===== src/sv/assert_macros.svh =====
// shared concurrent assertion macros
`ifndef ASSERT_MACROS_SVH
`define ASSERT_MACROS_SVH

`ifndef ASSERT_OFF

// check on every clock edge outside reset
`define ASSERT_CLK(lbl, clk, rst_n, prop, msg) \
    lbl: assert property (@(posedge clk) disable iff (!rst_n) (prop)) else $error(msg);

// check on every clock edge, reset included
`define ASSERT_CLK_ALWAYS(lbl, clk, prop, msg) \
    lbl: assert property (@(posedge clk) (prop)) else $error(msg);

`else

`define ASSERT_CLK(lbl, clk, rst_n, prop, msg)
`define ASSERT_CLK_ALWAYS(lbl, clk, prop, msg)

`endif

`endif


===== src/sv/bvap_pkg.sv =====
package bvap_pkg;

    localparam int SAMPLE_DEPTH = 8;
    localparam int PTR_W        = (SAMPLE_DEPTH > 1) ? $clog2(SAMPLE_DEPTH) : 1;
    localparam int CNT_W        = $clog2(SAMPLE_DEPTH + 1);
    localparam int MV_W         = 16;
    localparam int SUM_W        = MV_W + CNT_W;
    localparam int DIV_CYC_W    = $clog2(SUM_W + 1);

    localparam int PADDR_W      = 4;
    localparam int PDATA_W      = 32;

    // register map, word addressed by paddr[3:2]
    typedef enum logic [1:0] {
        REG_INTERVAL = 2'd0,
        REG_MIN_MV   = 2'd1,
        REG_MAX_MV   = 2'd2,
        REG_RATIO    = 2'd3
    } t_reg_idx;

    localparam logic [15:0] RST_INTERVAL = 16'd1000;
    localparam logic [15:0] RST_MIN_MV   = 16'd3000;
    localparam logic [15:0] RST_MAX_MV   = 16'd4500;
    localparam logic [15:0] RST_RATIO    = 16'd8192;

    localparam logic signed [7:0] PCT_INVALID = -8'sd1;

    // q4.12 scaling
    localparam int          SCALE_W     = 28;
    localparam int          SCALE_SH    = 12;
    localparam logic [27:0] SCALE_ROUND = 28'd2048;

    // state of charge curve, all segments span the same number of mv
    localparam int CURVE_POINTS = 9;
    localparam int SEG_W        = $clog2(CURVE_POINTS);
    localparam int PCT_W        = 7;
    localparam int CURVE_OFF_W  = 7;
    localparam int CURVE_X_W    = 11;
    localparam logic [15:0] CURVE_MV [CURVE_POINTS] = '{
        16'd3400, 16'd3500, 16'd3600, 16'd3700, 16'd3800,
        16'd3900, 16'd4000, 16'd4100, 16'd4200
    };
    localparam logic [PCT_W-1:0] CURVE_PCT [CURVE_POINTS] = '{
        7'd0, 7'd5, 7'd15, 7'd30, 7'd45, 7'd60, 7'd75, 7'd90, 7'd100
    };
    localparam int CURVE_SPAN = 100;
    localparam logic [CURVE_X_W-1:0] CURVE_HALF = CURVE_X_W'(CURVE_SPAN / 2);
    // x / 100 == (x * 5243) >> 19 for every x below 1600
    localparam int RECIP_W  = 13;
    localparam int RECIP_SH = 19;
    localparam logic [RECIP_W-1:0] CURVE_RECIP = 13'd5243;
    localparam int Q_W      = CURVE_X_W + RECIP_W - RECIP_SH;

    typedef enum logic [2:0] {
        S_IDLE,
        S_SCALE,
        S_CHECK,
        S_SUM,
        S_DIV,
        S_CURVE,
        S_MAP,
        S_DONE
    } t_state;

    typedef struct packed {
        logic busy;
        logic done;
    } t_div_stat;

endpackage


===== src/sv/battery_voltage_average_to_percent.sv =====
// Battery voltage averager. Each input item (timestamp, converter reading) gives exactly one
// result item. An item that arrives before the sample interval has passed reports sampled = 0
// with the current average. A sampled reading is scaled by the q4.12 divider ratio; out of the
// valid window it clears the average, in the window it is written to an 8-entry ring memory and
// the filled entries are re-summed, one memory word per cycle, then divided by the fill count in
// a bit-serial divider, one quotient bit per cycle, and mapped to percent through the curve. The
// ring needs no clearing after reset; only written entries are ever summed. Configuration is
// written through the apb port; the user must write it only while the block is idle, as the
// block itself does not enforce this.
`include "assert_macros.svh"

module battery_voltage_average_to_percent (
    input  logic                          i_clk,
    input  logic                          i_rst_n,
    input  logic                          i_in_valid,
    output logic                          o_in_stall,
    input  logic [31:0]                   i_now_ms,
    input  logic [11:0]                   i_adc_mv,
    output logic                          o_out_valid,
    input  logic                          i_out_stall,
    output logic                          o_sampled,
    output logic                          o_valid_res,
    output logic [15:0]                   o_filtered_mv,
    output logic signed [7:0]             o_percent,
    input  logic                          psel,
    input  logic                          penable,
    input  logic                          pwrite,
    input  logic [bvap_pkg::PADDR_W-1:0]  paddr,
    input  logic [bvap_pkg::PDATA_W-1:0]  pwdata,
    output logic [bvap_pkg::PDATA_W-1:0]  prdata,
    output logic                          pready
);
    import bvap_pkg::*;

    // configuration
    logic [15:0] r_interval, r_min_mv, r_max_mv, r_ratio;

    // block state
    t_state            r_state, n_state;
    logic [31:0]       r_last, n_last;
    logic [PTR_W-1:0]  r_wp, n_wp;
    logic [CNT_W-1:0]  r_fill, n_fill;
    logic              r_valid, n_valid;
    logic [MV_W-1:0]   r_avg, n_avg;
    logic signed [7:0] r_pct, n_pct;

    // per item work registers
    logic [11:0]          r_adc, n_adc;
    logic                 r_take, n_take;
    logic [MV_W-1:0]      r_mv, n_mv;
    logic [SUM_W-1:0]     r_sum, n_sum;
    logic [CNT_W-1:0]     r_rd_idx, n_rd_idx;
    logic                 r_rd_pend, n_rd_pend;
    logic [MV_W-1:0]      r_avg_new, n_avg_new;
    logic [CURVE_X_W-1:0] r_cx, n_cx;
    logic [PCT_W-1:0]     r_cbase, n_cbase;

    // output register
    logic              r_out_valid, n_out_valid;
    logic              r_o_sampled, n_o_sampled;
    logic              r_o_valid_res, n_o_valid_res;
    logic [MV_W-1:0]   r_o_filtered, n_o_filtered;
    logic signed [7:0] r_o_percent, n_o_percent;

    // ring memory
    logic [MV_W-1:0]  r_ring [SAMPLE_DEPTH];
    logic [MV_W-1:0]  r_rd_data;
    logic             mem_we, mem_re;
    logic [PTR_W-1:0] mem_wa, mem_ra;

    // divider
    logic                 div_start;
    logic [SUM_W-1:0]     div_quo;
    t_div_stat            div_stat;

    logic                 in_acc, take_now, out_free;
    logic [31:0]          elapsed;
    logic [SCALE_W-1:0]   scale_full;
    logic                 in_window;
    logic [SEG_W-1:0]     seg;
    logic [15:0]          seg_off;
    logic [CURVE_X_W-1:0] seg_rise;
    logic [CURVE_X_W-1:0] seg_x;
    logic [RECIP_W+CURVE_X_W-1:0] recip_prod;
    logic [Q_W-1:0]       seg_q;

    logic                 idle_fill_ok, invalid_res_ok;

    bvap_div u_div (
        .i_clk      (i_clk),
        .i_rst_n    (i_rst_n),
        .i_start    (div_start),
        .i_dividend (r_sum),
        .i_divisor  (r_fill),
        .o_quotient (div_quo),
        .o_stat     (div_stat)
    );

    // apb configuration port
    assign pready = 1'b1;

    always_ff @(posedge i_clk) begin
        if (!i_rst_n) begin
            r_interval <= RST_INTERVAL;
            r_min_mv   <= RST_MIN_MV;
            r_max_mv   <= RST_MAX_MV;
            r_ratio    <= RST_RATIO;
        end else if (psel && penable && pwrite && pready) begin
            case (t_reg_idx'(paddr[3:2]))
                REG_INTERVAL: r_interval <= pwdata[15:0];
                REG_MIN_MV:   r_min_mv   <= pwdata[15:0];
                REG_MAX_MV:   r_max_mv   <= pwdata[15:0];
                REG_RATIO:    r_ratio    <= pwdata[15:0];
                default: ;
            endcase
        end
    end

    always_comb begin
        case (t_reg_idx'(paddr[3:2]))
            REG_INTERVAL: prdata = {16'b0, r_interval};
            REG_MIN_MV:   prdata = {16'b0, r_min_mv};
            REG_MAX_MV:   prdata = {16'b0, r_max_mv};
            REG_RATIO:    prdata = {16'b0, r_ratio};
            default:      prdata = '0;
        endcase
    end

    // datapath terms
    assign o_in_stall = (r_state != S_IDLE);
    assign in_acc     = i_in_valid && !o_in_stall;
    assign elapsed    = i_now_ms - r_last;
    assign take_now   = (r_last == 32'd0) || (elapsed >= {16'b0, r_interval});
    assign out_free   = !r_out_valid || !i_out_stall;
    assign scale_full = ({16'b0, r_adc} * {12'b0, r_ratio}) + SCALE_ROUND;
    assign in_window  = (r_mv >= r_min_mv) && (r_mv <= r_max_mv);

    // curve segment: lowest breakpoint at or above the average
    always_comb begin
        seg = SEG_W'(1);
        for (int k = CURVE_POINTS - 1; k >= 1; k--) begin
            if (r_avg_new <= CURVE_MV[k]) begin
                seg = SEG_W'(k);
            end
        end
        seg_off  = r_avg_new - CURVE_MV[seg - SEG_W'(1)];
        seg_rise = CURVE_X_W'(CURVE_PCT[seg] - CURVE_PCT[seg - SEG_W'(1)]);
        seg_x    = CURVE_X_W'(seg_off[CURVE_OFF_W-1:0]) * seg_rise + CURVE_HALF;
    end

    assign recip_prod = {{RECIP_W{1'b0}}, r_cx} * {{CURVE_X_W{1'b0}}, CURVE_RECIP};
    assign seg_q      = recip_prod[RECIP_W+CURVE_X_W-1:RECIP_SH];

    // sequencer
    always_comb begin
        n_state       = r_state;
        n_last        = r_last;
        n_wp          = r_wp;
        n_fill        = r_fill;
        n_valid       = r_valid;
        n_avg         = r_avg;
        n_pct         = r_pct;
        n_adc         = r_adc;
        n_take        = r_take;
        n_mv          = r_mv;
        n_sum         = r_sum;
        n_rd_idx      = r_rd_idx;
        n_rd_pend     = 1'b0;
        n_avg_new     = r_avg_new;
        n_cx          = r_cx;
        n_cbase       = r_cbase;
        n_out_valid   = r_out_valid && i_out_stall;
        n_o_sampled   = r_o_sampled;
        n_o_valid_res = r_o_valid_res;
        n_o_filtered  = r_o_filtered;
        n_o_percent   = r_o_percent;
        mem_we        = 1'b0;
        mem_wa        = r_wp;
        mem_re        = 1'b0;
        mem_ra        = r_rd_idx[PTR_W-1:0];
        div_start     = 1'b0;

        case (r_state)
            S_IDLE: begin
                if (in_acc) begin
                    n_adc  = i_adc_mv;
                    n_take = take_now;
                    if (take_now) begin
                        n_last  = i_now_ms;
                        n_state = S_SCALE;
                    end else begin
                        n_state = S_DONE;
                    end
                end
            end
            S_SCALE: begin
                n_mv    = scale_full[SCALE_SH+MV_W-1:SCALE_SH];
                n_state = S_CHECK;
            end
            S_CHECK: begin
                if (in_window) begin
                    mem_we   = 1'b1;
                    n_wp     = (r_wp == PTR_W'(SAMPLE_DEPTH - 1)) ? '0 : r_wp + 1'b1;
                    n_fill   = (r_fill == CNT_W'(SAMPLE_DEPTH)) ? r_fill : r_fill + 1'b1;
                    n_sum    = '0;
                    n_rd_idx = '0;
                    n_state  = S_SUM;
                end else begin
                    n_valid = 1'b0;
                    n_avg   = '0;
                    n_pct   = PCT_INVALID;
                    n_fill  = '0;
                    n_wp    = '0;
                    n_state = S_DONE;
                end
            end
            S_SUM: begin
                // one ring word per cycle, the read data is registered and summed when it arrives
                mem_re = (r_rd_idx < r_fill);
                if (mem_re) begin
                    n_rd_idx  = r_rd_idx + 1'b1;
                    n_rd_pend = 1'b1;
                end
                if (r_rd_pend) begin
                    n_sum = r_sum + {{(SUM_W-MV_W){1'b0}}, r_rd_data};
                end
                if (!mem_re && !r_rd_pend) begin
                    div_start = 1'b1;
                    n_state   = S_DIV;
                end
            end
            S_DIV: begin
                if (div_stat.done) begin
                    n_avg_new = div_quo[MV_W-1:0];
                    n_state   = S_CURVE;
                end
            end
            S_CURVE: begin
                if (r_avg_new <= CURVE_MV[0]) begin
                    n_cbase = CURVE_PCT[0];
                    n_cx    = '0;
                end else if (r_avg_new >= CURVE_MV[CURVE_POINTS-1]) begin
                    n_cbase = CURVE_PCT[CURVE_POINTS-1];
                    n_cx    = '0;
                end else begin
                    n_cbase = CURVE_PCT[seg - SEG_W'(1)];
                    n_cx    = seg_x;
                end
                n_state = S_MAP;
            end
            S_MAP: begin
                n_avg   = r_avg_new;
                n_pct   = signed'({1'b0, r_cbase + PCT_W'(seg_q)});
                n_valid = 1'b1;
                n_state = S_DONE;
            end
            S_DONE: begin
                if (out_free) begin
                    n_out_valid   = 1'b1;
                    n_o_sampled   = r_take;
                    n_o_valid_res = r_valid;
                    n_o_filtered  = r_avg;
                    n_o_percent   = r_pct;
                    n_state       = S_IDLE;
                end
            end
            default: n_state = S_IDLE;
        endcase
    end

    always_ff @(posedge i_clk) begin
        if (!i_rst_n) begin
            r_state     <= S_IDLE;
            r_last      <= '0;
            r_wp        <= '0;
            r_fill      <= '0;
            r_valid     <= 1'b0;
            r_avg       <= '0;
            r_pct       <= PCT_INVALID;
            r_rd_pend   <= 1'b0;
            r_out_valid <= 1'b0;
        end else begin
            r_state     <= n_state;
            r_last      <= n_last;
            r_wp        <= n_wp;
            r_fill      <= n_fill;
            r_valid     <= n_valid;
            r_avg       <= n_avg;
            r_pct       <= n_pct;
            r_rd_pend   <= n_rd_pend;
            r_out_valid <= n_out_valid;
        end
        r_adc         <= n_adc;
        r_take        <= n_take;
        r_mv          <= n_mv;
        r_sum         <= n_sum;
        r_rd_idx      <= n_rd_idx;
        r_avg_new     <= n_avg_new;
        r_cx          <= n_cx;
        r_cbase       <= n_cbase;
        r_o_sampled   <= n_o_sampled;
        r_o_valid_res <= n_o_valid_res;
        r_o_filtered  <= n_o_filtered;
        r_o_percent   <= n_o_percent;
    end

    // ring memory, registered read
    always_ff @(posedge i_clk) begin
        if (mem_we) begin
            r_ring[mem_wa] <= r_mv;
        end
        if (mem_re) begin
            r_rd_data <= r_ring[mem_ra];
        end
    end

    assign o_out_valid   = r_out_valid;
    assign o_sampled     = r_o_sampled;
    assign o_valid_res   = r_o_valid_res;
    assign o_filtered_mv = r_o_filtered;
    assign o_percent     = r_o_percent;

    // terms checked below
    assign idle_fill_ok   = (r_state != S_IDLE) || (r_valid == (r_fill != '0));
    assign invalid_res_ok = !o_out_valid || o_valid_res ||
                            (o_percent == PCT_INVALID && o_filtered_mv == '0);

    `ASSERT_CLK(a_no_rw_overlap, i_clk, i_rst_n, !(mem_we && mem_re), "ring read and write overlap")
    `ASSERT_CLK(a_fill_range, i_clk, i_rst_n, r_fill <= CNT_W'(SAMPLE_DEPTH), "fill count overflow")
    `ASSERT_CLK(a_idle_valid_fill, i_clk, i_rst_n, idle_fill_ok, "valid flag and fill disagree")
    `ASSERT_CLK(a_invalid_result, i_clk, i_rst_n, invalid_res_ok, "invalid result with data")

endmodule


===== src/sv/bvap_div.sv =====
`include "assert_macros.svh"

module bvap_div (
    input  logic                        i_clk,
    input  logic                        i_rst_n,
    input  logic                        i_start,
    input  logic [bvap_pkg::SUM_W-1:0]  i_dividend,
    input  logic [bvap_pkg::CNT_W-1:0]  i_divisor,
    output logic [bvap_pkg::SUM_W-1:0]  o_quotient,
    output bvap_pkg::t_div_stat         o_stat
);
    import bvap_pkg::*;

    logic                 r_busy, n_busy;
    logic                 r_done, n_done;
    logic [DIV_CYC_W-1:0] r_cnt, n_cnt;
    logic [SUM_W-1:0]     r_quo, n_quo;
    logic [CNT_W-1:0]     r_rem, n_rem;
    logic [CNT_W-1:0]     r_dvs, n_dvs;

    logic [CNT_W:0]       rem_sh;
    logic [CNT_W:0]       rem_sub;
    logic                 ge;

    // restoring division, one quotient bit per cycle
    always_comb begin
        rem_sh  = {r_rem, r_quo[SUM_W-1]};
        ge      = rem_sh >= {1'b0, r_dvs};
        rem_sub = rem_sh - {1'b0, r_dvs};
        n_busy  = r_busy;
        n_done  = 1'b0;
        n_cnt   = r_cnt;
        n_quo   = r_quo;
        n_rem   = r_rem;
        n_dvs   = r_dvs;
        if (i_start) begin
            n_busy = 1'b1;
            n_cnt  = DIV_CYC_W'(SUM_W);
            n_quo  = i_dividend;
            n_rem  = '0;
            n_dvs  = i_divisor;
        end else if (r_busy) begin
            n_quo = {r_quo[SUM_W-2:0], ge};
            n_rem = ge ? rem_sub[CNT_W-1:0] : rem_sh[CNT_W-1:0];
            n_cnt = r_cnt - 1'b1;
            if (r_cnt == DIV_CYC_W'(1)) begin
                n_busy = 1'b0;
                n_done = 1'b1;
            end
        end
    end

    always_ff @(posedge i_clk) begin
        if (!i_rst_n) begin
            r_busy <= 1'b0;
            r_done <= 1'b0;
            r_cnt  <= '0;
        end else begin
            r_busy <= n_busy;
            r_done <= n_done;
            r_cnt  <= n_cnt;
        end
        r_quo <= n_quo;
        r_rem <= n_rem;
        r_dvs <= n_dvs;
    end

    assign o_quotient  = r_quo;
    assign o_stat.busy = r_busy;
    assign o_stat.done = r_done;

    `ASSERT_CLK(a_start_idle, i_clk, i_rst_n, i_start |-> !r_busy, "divider restarted while busy")
    `ASSERT_CLK(a_done_idle, i_clk, i_rst_n, r_done |-> !r_busy, "divider done while busy")
    `ASSERT_CLK(a_idle_count, i_clk, i_rst_n, !r_busy |-> (r_cnt == '0), "divider count left over")

endmodule


===== config.mk =====
export PLATFORM = sky130hd
export DESIGN_NAME = battery_voltage_average_to_percent
export DESIGN_NICKNAME = d
export VERILOG_FILES = /design/src/sv/bvap_pkg.sv /design/src/sv/battery_voltage_average_to_percent.sv /design/src/sv/bvap_div.sv
export VERILOG_INCLUDE_DIRS = /design/src /design/src/sv
export SDC_FILE = /design/constraint.sdc
export NUM_CORES = 1
export LEC_CHECK = 0
export ABC_AREA = 1
export BUFFER_PORTS_ARGS = -buffer_cell sky130_fd_sc_hd__buf_4
export CORE_AREA = 2 2 268 270
export DETAILED_ROUTE_END_ITERATION = 6
export DIE_AREA = 0 0 270 272
export GPL_ROUTABILITY_DRIVEN = 0
export SLEW_MARGIN = 20
export SYNTH_ARGS = -nofsm -noshare
export SYNTH_HDL_FRONTEND = slang
export SYNTH_SLANG_ARGS = --single-unit

===== constraint.sdc =====
create_clock -name i_clk -period 7.4 [get_ports i_clk]
set_clock_uncertainty 0.05 [all_clocks]
set_input_delay 0.37 -clock i_clk [delete_from_list [all_inputs] [get_ports i_clk]]
set_output_delay 0.37 -clock i_clk [all_outputs]
set_load 0.02 [all_outputs]

==> metrics.cfg <==
[clock_network]
cts.sinks = 425
htreeDepth = 2
cts_tree = done
clk-insertion-delay-late_ns = 0.60
clockBufferDepth = 3
root_buffer = clkbuf_16
clk_pin_slew_ns = 0.07
cts_made_buffers = 49

[routing]
drtIter0Drc = 1527
via_per_inst = 5.00
drt.antenna.violating_nets = 0
wl_per_cell_um = 16.0
dr.pass1.iters = 5
wl_mm = 77.0
vias = 24038
drc = 0

[worst_hold_path]
worst_hold_path_type = input port to flip-flop
hold_depth = 3

[logic_synthesis]
synth.distinct_cells = 62
synth_top_flop_cell = edfxtp_1
synth.cell_area_um2 = 31400
seq_area_frac_synth_pct = 36.1
synth_seq_cells = 425
ys_async_sr_fraction_pct = 0
synth-xor-area-share_pct = 1.84
yosysWarnings = 0
yosysTopAreaCellShare_pct = 26.9
synth-compound-area-share_pct = 10.9
synthSimpleGateAreaFrac_pct = 15.3
synth.area.mux_share_pct = 0
syn_inst = 3570
synth_top_family_by_area = adder cells
synthTopCellsByArea = edfxtp_1 (27%), fa_1 (14%), ha_1 (12%), dfxtp_1 (9.2%), inv_1 (7.8%)
syn_avg_cell_area_um2 = 8.79
synth_area_leader_cell = edfxtp_1
synth_enable_flop_cells = 281
synthAdderAreaFrac_pct = 26.0

[global_route]
global_route.usage.met2_pct = 34.8
grt_max_degree = 77
grt_antenna_before_repair = 0
use_met1_pct = 29.4
grt.total_usage_pct = 21.1
grt_pass1_wl_mm = 124
grt_pass1_vias = 23186
grt_busiest_layer = met2
use_met3_pct = 2.87
grt.overflow.total = 0

[floorplan]
core-area_um2 = 70800
die_height_um = 272
initial_core_util_pct = 44.3
die-area_um2 = 73400
rows = 98
io_pins = 148
die_w_um = 270

[layout]
final_common_cell = inv_1
final_cell_area_um2 = 36400
n_antenna_cell = 0
fill_cells = 6638
fin_util_pct = 51.5
syn2layout_area_growth_pct = 16.1
nets = 4437
mostFrequentLayoutCells = inv_1 (637), nand2_1 (636), nor2_1 (331), ha_1 (302), edfxtp_1 (281)
drive_gt1_share_pct = 12.2

[timing]
slew_viol_final = 0
period_share_pct = 105
hold_viol = 0
max_freq_ghz = 0.128
tightestPinTransition_ns = 1.06
final.setup.tns_ns = -0.383
relSlewSlack_pct = 29.2
period_needed_ns = 7.78
worst_slack_ns = -0.383
setup_viol = 1
rsz0062_at_grt = yes

[setup_path]
path_class = flip-flop to flip-flop
critPathSlowestCell = fa_1
path_max_fanout = 5
critPathMostFrequentCell = nand2_2
cp_slowest_stage_delay_ns = 0.53
start_kind = flip-flop
reg2reg_depth = 51
cp-end-kind = flip-flop
worstPathArrival_ns = 8.09
crit_required_ns = 7.70

[place]
port_buffers = 112
place_ws_ns = -0.457
placed_area_um2 = 34000
place_hpwl_mm = 58.5

[run_status]
status = complete, but fails checks
violations = setup timing

[power]
vdd_drop_max_mv = 0.213
p_leak_nw = 16.8
finalPower_mw = 9.24
powerDensity_nw_per_um2 = 254

[flow_run]
max_cap_violations = 0

==> Yosys cell counts (all sizes together) (4+ instances only) <==
cell	instances
a21oi	231
dfxtp	144
edfxtp	281
fa	214
a211oi	4
o2111ai	13
o21ai	241
o21a	9
a21o	5
nand4	30
nand3	69
xnor2	27
o21bai	7
nand2	659
buf	26
clkbuf	97
a21boi	7
a31oi	25
nand3b	4
ha	310
or2	9
xor2	38
nor3	28
nor4	12
a221oi	4
nor2	348
inv	660
o22ai	23
o211ai	20
==> final timing paths <==
check,startpoint,end,slack (ns)
min,i_now_ms[30],r_last[30],0.04
max reg2reg,r_avg_new[14],r_cx[10],-0.38
max,r_avg_new[14],r_cx[10],-0.38
min reg2reg,r_avg[6],o_filtered_mv[6],0.37
==> cells by family (layout without fill, tap and decap cells) <==
| family | Yosys count | count (layout) |
|---|---|---|
| AND/OR/NAND/NOR | 1167 | 1167 |
| AO/OA/AOI/OAI | 602 | 602 |
| buffers and inverters | 785 | 1062 |
| XOR/XNOR | 65 | 65 |
| flip-flops | 425 | 425 |
| other | 2 | 17 |
| adder cells (fa/ha/maj) | 524 | 524 |
==> area by class of cell <==
class / instances / area (um^2) / area share (%)
repair buffers: 313 / 2490 / 6.85
flip-flops and latches: 425 / 11300 / 31.1
clock buffers: 62 / 1320 / 3.63
inverters: 662 / 2490 / 6.84
multi-input cells: 2375 / 17400 / 47.7
clock inverters: 25 / 224 / 0.615
well taps: 950 / 1190 / 3.26
==> per-layer routing <==
metal,vias up,share of wire (%)
met1,11362,46
met4,0,2.4
met3,99,5.2
met2,539,47
met5,-,0
li1,12038,-
==> critical path, delay by kind of cell (launching register included) <==
family	cells	cell delay, ns
AO/OA/AOI/OAI	7	1.02
XOR/XNOR	4	0.71
adder cells (fa/ha/maj)	8	2.97
buffers and inverters	9	0.47
flip-flops	1	0.42
AND/OR/NAND/NOR	23	1.89
==> registers in the layout (all words and copies together), names as in the netlist, 5 cells and up <==
name              cells
u_div.r_cnt           5
r_min_mv             16
r_ring              128
r_interval           16
r_avg                16
r_pct                 8
r_max_mv             16
r_mv                 16
r_adc                12
r_ratio              16
o_filtered_mv        16
r_sum                20
r_rd_data            16
u_div.o_quotient     20
r_cx                 11
r_last               32
r_avg_new            16
r_cbase               7
o_percent             8
==> per-stage QoR <==
stage / hold slack (ns) / std cells
after floorplan: 0.350 / 3585
after global placement: 0.364 / 4653
after detailed placement: 0.365 / 4653
after CTS: 0.00395 / 4804
after global routing: 0.0448 / 4812
final: 0.0373 / 4812
==> repair_timing <==
| action | 4_1_cts | 5_1_grt |
|---|---|---|
| setup endpoints to repair | 2 | 4 |
| pin swaps | 28 | 38 |
| buffers inserted | 6 | 8 |
| gates resized for setup | 16 | 32 |
| endpoints found under the hold margin | 79 | 0 |
| hold buffers | 58 | 0 |
==> power by group <==
group	internal [mW]	switching, mW	total, mW	leakage (nW)
Sequential	2.93	0.352	3.29	3.73
Clock	1.37	0.984	2.35	0.754
Combinational	1.41	2.20	3.61	12.3
Power figures use the tool's default switching activity.
